<file path="config.mk">
export PLATFORM = sky130hd
export DESIGN_NAME = i2c_master_bit_engine
export DESIGN_NICKNAME = d
export VERILOG_FILES = /design/src/rtl/i2cm_pkg.sv /design/src/rtl/i2cm_core.sv /design/src/rtl/i2cm_out_stage.sv /design/src/rtl/i2c_master_bit_engine.sv
export SDC_FILE = /design/constraint.sdc
export NUM_CORES = 1
export LEC_CHECK = 0
export BUFFER_PORTS_ARGS = -buffer_cell sky130_fd_sc_hd__buf_4
export CORE_ASPECT_RATIO = 0.7
export CORE_UTILIZATION = 45
export DETAILED_ROUTE_END_ITERATION = 7
export HOLD_SLACK_MARGIN = 0.1
export PLACE_DENSITY = 0.69
export SETUP_SLACK_MARGIN = 0.02
export SLEW_MARGIN = 5
export SYNTH_ARGS = -nofsm -noshare
export SYNTH_HDL_FRONTEND = slang
export SYNTH_SLANG_ARGS = --single-unit
</file>
<file path="constraint.sdc">
create_clock -name clk -period 4.1 [get_ports clk]
set_input_delay 0.615 -clock clk [delete_from_list [all_inputs] [get_ports clk]]
set_output_delay 0.615 -clock clk [all_outputs]
set_load 0.01 [all_outputs]
</file>
<file path="src/rtl/i2cm_pkg.sv">
// Shared types and constants for the I2C master bit engine.
// No dependencies; imported by every module of the engine.
package i2cm_pkg;

	// Command codes carried on the operation field
	localparam logic [2:0] OP_START    = 3'd1;
	localparam logic [2:0] OP_STOP     = 3'd2;
	localparam logic [2:0] OP_WRITE    = 3'd3;
	localparam logic [2:0] OP_READ     = 3'd4;
	localparam logic [2:0] OP_WAIT_ACK = 3'd5;

	localparam logic [2:0]  TOP_BIT       = 3'd7;
	localparam logic [15:0] HALF_PER_RST  = 16'd250;

	// Command sequencer state, one-hot
	typedef enum logic [5:0] {
		CMD_IDLE     = 6'b000001,
		CMD_START    = 6'b000010,
		CMD_STOP     = 6'b000100,
		CMD_WRITE    = 6'b001000,
		CMD_READ     = 6'b010000,
		CMD_WAIT_ACK = 6'b100000
	} cmd_state_t;

	// Bus pin levels
	typedef struct packed {
		logic scl;
		logic sda;
		logic drv;
	} pins_t;

	// One result request
	typedef struct packed {
		pins_t      pins;
		logic       busy;
		logic       done;
		logic [7:0] read_byte;
		logic       ack_missing;
	} result_t;

endpackage

</file>
<file path="src/rtl/i2cm_core.sv">
// Command sequencer of the I2C master bit engine: state registers and
// the per-tick next-state logic. Depends on i2cm_pkg.
module i2cm_core import i2cm_pkg::*; (
	input  logic        clk,
	input  logic        arst_n,
	input  logic        step_en,
	input  logic [15:0] half_period,
	input  logic [2:0]  operation,
	input  logic [7:0]  write_data,
	input  logic        ack_after_read,
	input  logic        sda_in,
	output result_t     nxt
);

	cmd_state_t cmd_q, cmd_n;
	logic [2:0]  phase_q, phase_n;
	logic [2:0]  bit_q, bit_n;
	logic [7:0]  shift_q, shift_n;
	logic [15:0] dly_q, dly_n;
	logic        nack_q, nack_n;
	pins_t       pins_q, pins_n;
	logic        ack_q, ack_n;
	logic [7:0]  rres_q, rres_n;
	logic [15:0] hold_m1;
	logic        fin;
	logic        done;

	// Pin settings applied on entry to a phase
	function automatic pins_t enter_phase(cmd_state_t c, logic [2:0] ph, logic [2:0] bi,
	                                      logic [7:0] sh, logic ak, pins_t p);
		pins_t r;
		r = p;
		case (c)
			CMD_START: begin
				if (ph == 3'd0) begin
					r.drv = 1'b1; r.scl = 1'b1; r.sda = 1'b1;
				end else if (ph == 3'd1) begin
					r.sda = 1'b0;
				end else begin
					r.scl = 1'b0;
				end
			end
			CMD_STOP: begin
				if (ph == 3'd0) begin
					r.drv = 1'b1; r.scl = 1'b0; r.sda = 1'b0;
				end else if (ph == 3'd1) begin
					r.scl = 1'b1;
				end else begin
					r.sda = 1'b1;
				end
			end
			CMD_WRITE: begin
				if (ph == 3'd0) begin
					r.drv = 1'b1; r.scl = 1'b0; r.sda = 1'b0;
				end else if (ph == 3'd1) begin
					r.sda = sh[bi];
				end else if (ph == 3'd2) begin
					r.scl = 1'b1;
				end else begin
					r.scl = 1'b0;
				end
			end
			CMD_READ: begin
				if (ph == 3'd0) begin
					r.drv = 1'b0;
				end else if (ph == 3'd1) begin
					r.scl = 1'b1;
				end else if (ph == 3'd2) begin
					r.scl = 1'b0;
				end else if (ph == 3'd3) begin
					r.drv = 1'b1; r.scl = 1'b0; r.sda = 1'b0;
				end else if (ph == 3'd4) begin
					if (ak) r.scl = 1'b1;
					else    r.sda = 1'b1;
				end else if (ph == 3'd5) begin
					r.scl = ~ak;
				end else begin
					r.scl = 1'b0;
				end
			end
			CMD_WAIT_ACK: begin
				if (ph == 3'd0) begin
					r.drv = 1'b0; r.scl = 1'b1;
				end else begin
					r.scl = 1'b0;
				end
			end
			default: r = p;
		endcase
		return r;
	endfunction

	// A zero period behaves as one tick
	assign hold_m1 = (half_period == 16'd0) ? 16'd0 : half_period - 16'd1;

	// Next state for one tick
	always_comb begin
		cmd_n   = cmd_q;
		phase_n = phase_q;
		bit_n   = bit_q;
		shift_n = shift_q;
		dly_n   = dly_q;
		nack_n  = nack_q;
		pins_n  = pins_q;
		ack_n   = ack_q;
		rres_n  = rres_q;
		fin     = 1'b0;
		done    = 1'b0;
		if (cmd_q == CMD_IDLE) begin
			// new command, only from idle
			case (operation)
				OP_START:    cmd_n = CMD_START;
				OP_STOP:     cmd_n = CMD_STOP;
				OP_WRITE:    cmd_n = CMD_WRITE;
				OP_READ:     cmd_n = CMD_READ;
				OP_WAIT_ACK: cmd_n = CMD_WAIT_ACK;
				default:     cmd_n = CMD_IDLE;
			endcase
			if (cmd_n != CMD_IDLE) begin
				phase_n = 3'd0;
				bit_n   = TOP_BIT;
				if (cmd_n == CMD_WRITE) shift_n = write_data;
				if (cmd_n == CMD_READ) begin
					shift_n = 8'd0;
					ack_n   = ack_after_read;
				end
				pins_n = enter_phase(cmd_n, phase_n, bit_n, shift_n, ack_n, pins_q);
				dly_n  = hold_m1;
			end
		end else if (dly_q != 16'd0) begin
			dly_n = dly_q - 16'd1;
		end else begin
			// end of a phase
			case (cmd_q)
				CMD_START, CMD_STOP: begin
					if (phase_q >= 3'd2) fin = 1'b1;
					else phase_n = phase_q + 3'd1;
				end
				CMD_WRITE: begin
					if (phase_q < 3'd3) begin
						phase_n = phase_q + 3'd1;
					end else if (bit_q == 3'd0) begin
						fin = 1'b1;
					end else begin
						bit_n   = bit_q - 3'd1;
						phase_n = 3'd1;
					end
				end
				CMD_READ: begin
					if (phase_q == 3'd0) begin
						phase_n = 3'd1;
					end else if (phase_q == 3'd1) begin
						if (sda_in) shift_n[bit_q] = 1'b1;
						phase_n = 3'd2;
					end else if (phase_q == 3'd2) begin
						if (bit_q == 3'd0) begin
							rres_n  = shift_q;
							phase_n = 3'd3;
						end else begin
							bit_n   = bit_q - 3'd1;
							phase_n = 3'd1;
						end
					end else if (phase_q == 3'd3 || phase_q == 3'd4) begin
						phase_n = phase_q + 3'd1;
					end else if (phase_q == 3'd5 && !ack_q) begin
						phase_n = 3'd6;
					end else begin
						fin = 1'b1;
					end
				end
				CMD_WAIT_ACK: begin
					if (phase_q == 3'd0) begin
						nack_n  = sda_in;
						phase_n = 3'd1;
					end else begin
						pins_n.drv = 1'b1;
						fin        = 1'b1;
					end
				end
				default: fin = 1'b1;
			endcase
			if (fin) begin
				cmd_n   = CMD_IDLE;
				phase_n = 3'd0;
				bit_n   = TOP_BIT;
				done    = 1'b1;
			end else begin
				pins_n = enter_phase(cmd_q, phase_n, bit_n, shift_n, ack_q, pins_q);
				dly_n  = hold_m1;
			end
		end
	end

	// Result seen after this tick
	always_comb begin
		nxt.pins        = pins_n;
		nxt.busy        = (cmd_n != CMD_IDLE);
		nxt.done        = done;
		nxt.read_byte   = rres_n;
		nxt.ack_missing = nack_n;
	end

	// State registers, advanced once per accepted tick
	always_ff @(posedge clk or negedge arst_n) begin
		if (!arst_n) begin
			cmd_q   <= CMD_IDLE;
			phase_q <= 3'd0;
			bit_q   <= TOP_BIT;
			shift_q <= 8'd0;
			dly_q   <= 16'd0;
			nack_q  <= 1'b0;
			pins_q  <= '{scl: 1'b1, sda: 1'b1, drv: 1'b1};
			ack_q   <= 1'b0;
			rres_q  <= 8'd0;
		end else if (step_en) begin
			cmd_q   <= cmd_n;
			phase_q <= phase_n;
			bit_q   <= bit_n;
			shift_q <= shift_n;
			dly_q   <= dly_n;
			nack_q  <= nack_n;
			pins_q  <= pins_n;
			ack_q   <= ack_n;
			rres_q  <= rres_n;
		end
	end

`ifndef SYNTH
	// Every command leaves SDA driven when it returns to idle
	a_idle_drives: assert property (@(posedge clk) disable iff (!arst_n)
		cmd_q == CMD_IDLE |-> pins_q.drv)
		else $error("SDA released while idle");

	// Completion only comes out of a running command
	a_done_busy: assert property (@(posedge clk) disable iff (!arst_n)
		step_en && nxt.done |-> cmd_q != CMD_IDLE && dly_q == 16'd0)
		else $error("done without running command");

	// Phase counter stays within the start, stop, write and wait-ACK waveforms, and at zero while idle
	a_phase_range: assert property (@(posedge clk) disable iff (!arst_n)
		((cmd_q == CMD_START || cmd_q == CMD_STOP) |-> phase_q <= 3'd2) and
		(cmd_q == CMD_WRITE |-> phase_q <= 3'd3) and
		(cmd_q == CMD_WAIT_ACK |-> phase_q <= 3'd1) and
		(cmd_q == CMD_IDLE |-> phase_q == 3'd0))
		else $error("phase out of range");
`endif

endmodule

</file>
<file path="src/rtl/i2cm_out_stage.sv">
// Result register of the I2C master bit engine with its valid/stall
// handshake toward the consumer. Depends on i2cm_pkg.
module i2cm_out_stage import i2cm_pkg::*; (
	input  logic    clk,
	input  logic    arst_n,
	input  logic    load,
	input  result_t res_in,
	input  logic    out_stall,
	output logic    out_valid,
	output logic    hold_off,
	output result_t res_out
);

	logic    valid_q;
	result_t res_q;

	// Upstream waits only while a held request cannot drain
	assign hold_off = valid_q & out_stall;

	always_ff @(posedge clk or negedge arst_n) begin
		if (!arst_n) begin
			valid_q <= 1'b0;
		end else begin
			valid_q <= load | hold_off;
		end
	end

	// Payload
	always_ff @(posedge clk) begin
		if (load) begin
			res_q <= res_in;
		end
	end

	assign out_valid = valid_q;
	assign res_out   = res_q;

endmodule

</file>
<file path="src/rtl/i2c_master_bit_engine.sv">
// I2C master bit engine: one input request is one bus timing tick and yields exactly one
// result request with the pin levels, busy, done, last read byte and ACK-missing flag.
// A tick is taken in every clock cycle unless the result register still holds an untaken
// result (out_stall high), and its result is presented in the cycle after acceptance; the
// next-state logic and the single result register set this one-tick-per-cycle rate.
// Commands are taken only while idle; each waveform phase lasts half_period_q ticks
// (zero acts as one). Depends on i2cm_pkg, i2cm_core and i2cm_out_stage.
module i2c_master_bit_engine import i2cm_pkg::*; (
	input  logic        clk,
	input  logic        arst_n,
	input  logic        cfg_wr_en,
	input  logic [15:0] cfg_wr_data,
	input  logic        in_valid,
	output logic        in_stall,
	input  logic [2:0]  operation,
	input  logic [7:0]  write_data,
	input  logic        ack_after_read,
	input  logic        sda_in,
	output logic        out_valid,
	input  logic        out_stall,
	output logic        scl,
	output logic        sda_out,
	output logic        sda_drive,
	output logic        busy_res,
	output logic        done_res,
	output logic [7:0]  read_byte,
	output logic        ack_missing
);

	logic [15:0] half_period_q;
	logic        accept;
	result_t     nxt;
	result_t     res;

	// Phase length register
	always_ff @(posedge clk or negedge arst_n) begin
		if (!arst_n) begin
			half_period_q <= HALF_PER_RST;
		end else if (cfg_wr_en) begin
			half_period_q <= cfg_wr_data;
		end
	end

	assign accept = in_valid & ~in_stall;

	i2cm_core u_core (
		.clk            (clk),
		.arst_n         (arst_n),
		.step_en        (accept),
		.half_period    (half_period_q),
		.operation      (operation),
		.write_data     (write_data),
		.ack_after_read (ack_after_read),
		.sda_in         (sda_in),
		.nxt            (nxt)
	);

	i2cm_out_stage u_out (
		.clk       (clk),
		.arst_n    (arst_n),
		.load      (accept),
		.res_in    (nxt),
		.out_stall (out_stall),
		.out_valid (out_valid),
		.hold_off  (in_stall),
		.res_out   (res)
	);

	// Result fields
	assign scl         = res.pins.scl;
	assign sda_out     = res.pins.sda;
	assign sda_drive   = res.pins.drv;
	assign busy_res    = res.busy;
	assign done_res    = res.done;
	assign read_byte   = res.read_byte;
	assign ack_missing = res.ack_missing;

endmodule

</file>
==> flow_summary.html <==
<table>
<tr><th>Metric</th><th>Value</th></tr>
<tr><th colspan="2">Run status</th></tr>
<tr><td>Outcome</td><td>finished clean</td></tr>
<tr><th colspan="2">Yosys</th></tr>
<tr><td>Area leader, netlist</td><td>sky130_fd_sc_hd__dfrtp_1</td></tr>
<tr><td>Share of the synthesized area in compound gates (AO/OA/AOI/OAI)</td><td>21.9%</td></tr>
<tr><td>Cell variety after synth</td><td>82</td></tr>
<tr><td>Warning count from the yosys run</td><td>0</td></tr>
<tr><td>Number of synthesized flops with an enable pin</td><td>14</td></tr>
<tr><td>Cell count after synthesis</td><td>609</td></tr>
<tr><td>Cell with the most instances after synthesis</td><td>sky130_fd_sc_hd__nand2_1</td></tr>
<tr><td>Average footprint of a synthesized cell</td><td>8.71 um^2</td></tr>
<tr><td>Most used standard cells in the synthesized netlist</td><td>sky130_fd_sc_hd__nand2_1 (83), sky130_fd_sc_hd__nor2_1 (57), sky130_fd_sc_hd__dfrtp_1 (53)</td></tr>
<tr><td>Post-synthesis mux area share</td><td>7.46%</td></tr>
<tr><td>Xor/xnor share of the synthesized area</td><td>1.65%</td></tr>
<tr><td>Most frequently used flop master after synthesis</td><td>sky130_fd_sc_hd__dfrtp_1</td></tr>
<tr><td>Post-synthesis sequential element count</td><td>80</td></tr>
<tr><td>Adder-Cell Fraction of Synth Area</td><td>1.89%</td></tr>
<tr><td>Syn nets</td><td>651</td></tr>
<tr><td>Share of async-settable or async-resettable flops after synthesis</td><td>82.5%</td></tr>
<tr><td>Simple logic cell fraction of the synthesized area</td><td>23.3%</td></tr>
<tr><td>Post-synthesis instance area</td><td>5300 um^2</td></tr>
<tr><td>Share of the yosys chip area belonging to registers</td><td>39.4%</td></tr>
<tr><td>Most area-consuming cells after synthesis</td><td>sky130_fd_sc_hd__dfrtp_1 (25%), sky130_fd_sc_hd__edfxtp_1 (7.9%), sky130_fd_sc_hd__dfstp_2 (6.4%)</td></tr>
<tr><td>Main combinational cell family by area after synthesis</td><td>simple AND/OR/NAND/NOR gates</td></tr>
<tr><td>Top-area cell type share of the netlist area</td><td>25.0%</td></tr>
<tr><th colspan="2">Clock tree</th></tr>
<tr><td>TritonCTS clock tree</td><td>done</td></tr>
<tr><td>CTS Buf Count</td><td>9</td></tr>
<tr><td>Hold bufs inserted after CTS</td><td>0</td></tr>
<tr><td>Max Buffers Root-to-Sink</td><td>2</td></tr>
<tr><td>Number of clock sinks seen by CTS</td><td>80</td></tr>
<tr><td>Number of resized instances in the post-cts repair step</td><td>0</td></tr>
<tr><td>Clock latency of the later-clocked register in the worst-skew pair</td><td>340 ps</td></tr>
<tr><td>Clock-pin slew reported for the worst setup and hold paths after clock tree synthesis</td><td>60 ps</td></tr>
<tr><td>Post-CTS Repair Setup Buffers</td><td>0</td></tr>
<tr><td>Htree depth</td><td>3</td></tr>
<tr><td>CTS Root Buffer Type</td><td>sky130_fd_sc_hd__clkbuf_16</td></tr>
<tr><th colspan="2">Pwr</th></tr>
<tr><td>P per Cell Area</td><td>573 nW/um^2</td></tr>
<tr><td>Maximum vdd drop</td><td>272 uV</td></tr>
<tr><td>Leakage</td><td>2.50 nW</td></tr>
<tr><th colspan="2">Job</th></tr>
<tr><td>Reported max-cap violation count</td><td>0</td></tr>
<tr><th colspan="2">Worst setup path</th></tr>
<tr><td>Max incr delay on CP</td><td>660 ps</td></tr>
<tr><td>Setup CP Type</td><td>reg -&gt; reg</td></tr>
<tr><td>Cell class contributing the biggest share of worst-path delay</td><td>compound AO/OA/AOI/OAI gates</td></tr>
<tr><td>Worst-path cell chain</td><td>clkinv_1, ha_1, nand2b_1, o2bb2ai_1, nor3_2, o21ai_1, a21oi_2, o21ai_0, a22o_1</td></tr>
<tr><td>Worst Path Required</td><td>4320 ps</td></tr>
<tr><td>Critical path endpoint category</td><td>register</td></tr>
<tr><td>Biggest fanout along the worst timing path</td><td>19</td></tr>
<tr><td>Kind of start point of the critical path</td><td>register</td></tr>
<tr><td>Number of buffer and inverter instances along the worst setup path</td><td>1</td></tr>
<tr><td>CP Data Arrival Time</td><td>3900 ps</td></tr>
<tr><td>Critical Path Slowest Stage Cell</td><td>sky130_fd_sc_hd__dfstp_2</td></tr>
<tr><th colspan="2">STA</th></tr>
<tr><td>Least-Margin Pin Slew</td><td>1020 ps</td></tr>
<tr><td>Achievable frequency</td><td>0.272 GHz</td></tr>
<tr><td>Period utilisation layout</td><td>89.6%</td></tr>
<tr><td>Clk_skew</td><td>5.53 ps</td></tr>
<tr><td>Max_slew headroom</td><td>31.8%</td></tr>
<tr><td>Hold Slack</td><td>373 ps</td></tr>
<tr><td>Total Neg Setup Slack</td><td>0 ps</td></tr>
<tr><td>Final Hold Viols</td><td>0</td></tr>
<tr><td>Setup repair after global routing missed its margin</td><td>false</td></tr>
<tr><td>Setup violation total in the final timing report</td><td>0</td></tr>
<tr><td>Max Transition Viols Final</td><td>0</td></tr>
<tr><td>Final critical-path required period</td><td>3680 ps</td></tr>
<tr><th colspan="2">GRT</th></tr>
<tr><td>Number of global-route vias before repair</td><td>4301</td></tr>
<tr><td>Number of antenna violations at the first check in global routing</td><td>0</td></tr>
<tr><td>Global-route wire length before repair</td><td>23.0 mm</td></tr>
<tr><td>Pin count of the biggest net entering global routing</td><td>67</td></tr>
<tr><td>Global-route congestion overflow total</td><td>0</td></tr>
<tr><td>Global routing usage summed across all routing layers</td><td>24.0%</td></tr>
<tr><th colspan="2">Detailed routing</th></tr>
<tr><td>DR vias/cell</td><td>6.04</td></tr>
<tr><td>Wire length reported by the detailed router</td><td>14.2 mm</td></tr>
<tr><td>Number of DRC violations after detailed routing</td><td>0</td></tr>
<tr><td>Via count</td><td>4835</td></tr>
<tr><td>Mean routed wirelength per cell</td><td>17.8 um</td></tr>
<tr><td>Detailed Route Iter0 Violations</td><td>626</td></tr>
<tr><td>Length of the first detailed-routing pass in iterations</td><td>6</td></tr>
<tr><td>Residual antenna-violating net count after detailed routing</td><td>0</td></tr>
<tr><th colspan="2">Hold path</th></tr>
<tr><td>Worst hold path type</td><td>in -&gt; async</td></tr>
<tr><th colspan="2">Finish</th></tr>
<tr><td>Area used by multi-input combinational logic</td><td>2980 um^2</td></tr>
<tr><td>Post-route insts no fill</td><td>800</td></tr>
<tr><td>Area delta synth-&gt;final</td><td>14.4%</td></tr>
<tr><td>Flip-flop and latch area</td><td>2090 um^2</td></tr>
<tr><td>Post-layout nets</td><td>684</td></tr>
<tr><td>Fraction of layout instances using a drive strength above 1</td><td>20.4%</td></tr>
<tr><td>Filler Cells Inserted</td><td>1020</td></tr>
<tr><td>Number of antenna repair diodes</td><td>0</td></tr>
<tr><th colspan="2">Die</th></tr>
<tr><td>Overall die area</td><td>12200 um^2</td></tr>
<tr><td>Number of top-level pins</td><td>50</td></tr>
<tr><td>Row count</td><td>32</td></tr>
<tr><td>Die Span X</td><td>132 um</td></tr>
<tr><td>Height of the chip</td><td>92.8 um</td></tr>
<tr><td>Core ar.</td><td>11300 um^2</td></tr>
<tr><td>Starting utilization of the core area</td><td>47.1%</td></tr>
<tr><th colspan="2">Place</th></tr>
<tr><td>Number of buffers inserted by port buffering</td><td>49</td></tr>
<tr><td>Placed instance count</td><td>784</td></tr>
<tr><td>Routability-driven placement congestion ratio</td><td>0.989</td></tr>
<tr><td>Post-DP HPWL</td><td>10.5 mm</td></tr>
</table>
power breakdown:
group | total (W) | internal (W) | switching [W]
sequential | 0.00132 | 0.00102 | 0.000293
clock | 0.000822 | 0.000478 | 0.000344
combinational | 0.00134 | 0.000528 | 0.000810
worst register-to-register path: cells and delay by family, from the launching register on:
kind	cells	cell delay (ps)
buffers and inverters	1	310
flip-flops	1	660
AO/OA/AOI/OAI	5	1500
AND/OR/NAND/NOR	2	730
adder cells (fa/ha/maj)	1	360
layout make-up:
cell class | instances | area share [%]
clock buffers | 9 | 3.71
clock inverters | 7 | 1.28
inverters | 26 | 1.61
multi-input cells | 471 | 49.2
flip-flops and latches | 80 | 34.4
well taps | 153 | 3.15
repair buffers | 54 | 6.68
registers in the layout, indices dropped and copies added (netlist names):
| name | count |
|---|---|
| u_core.pins_q | 3 |
| u_core.nack_q | 1 |
| u_core.cmd_q | 6 |
| u_core.bit_q | 3 |
| u_core.shift_q | 8 |
| u_core.dly_q | 16 |
| u_core.phase_q | 3 |
| u_core.rres_q | 8 |
| u_core.ack_q | 1 |
| u_out.res_out | 14 |
| half_period_q | 16 |
| u_out.out_valid | 1 |
through the flow:
step                      setup slack [ps]  power [W]  utilization (%)  area [um^2]
after floorplan                       1100    0.00225                -         5300
after global placement                 649    0.00262             51.2         5770
after detailed placement               533    0.00262             51.2         5770
after CTS                              484    0.00346             53.9         6070
after global routing                   185    0.00369             53.9         6070
final                                  425    0.00348             53.9         6070
per-layer routing:
metal / vias up / share of wire [%] / global-route usage, %
li1: 2286 / - / -
met1: 2281 / 49 / 37.1
met2: 257 / 40 / 32.8
met3: 11 / 10 / 5.75
met4: 0 / 0.89 / 5.91
met5: - / 0 / 0
logic make-up (layout without fill, tap and decap cells):
group	Yosys count	count (layout)
AND/OR/NAND/NOR	242	242
AO/OA/AOI/OAI	175	175
flip-flops	80	80
buffers and inverters	58	96
multiplexers	36	36
XOR/XNOR	10	10
adder cells (fa/ha/maj)	8	8
path summary, 6_finish.rpt:
kind / from / slack (ps) / endpoint / cells after the start
worst max-delay path: u_core.bit_q[0] / 420 / u_core.dly_q[9] / 9
worst min-delay path: arst_n / 370 / u_core.phase_q[1] / 1
worst max register to register: u_core.bit_q[0] / 420 / u_core.dly_q[9] / 9
worst min register to register: u_core.rres_q[7] / 470 / u_core.rres_q[7] / 2
max in group asynchronous: arst_n / 3150 / u_core.cmd_q[5] / 1
min in group clk: u_core.rres_q[7] / 470 / u_core.rres_q[7] / 2
layout by cell type (no fill, tap or decap), types with 14 or more instances in the layout:
cell type                   n
sky130_fd_sc_hd__edfxtp_1  14
sky130_fd_sc_hd__nor3_1    16
sky130_fd_sc_hd__dfrtp_1   53
sky130_fd_sc_hd__nor2_1    57
sky130_fd_sc_hd__buf_4     54
sky130_fd_sc_hd__mux2_2    24
sky130_fd_sc_hd__nand2_1   83
sky130_fd_sc_hd__o21ai_0   39
sky130_fd_sc_hd__a21oi_1   47
sky130_fd_sc_hd__inv_1     25
(Power assumes the default switching activity.)
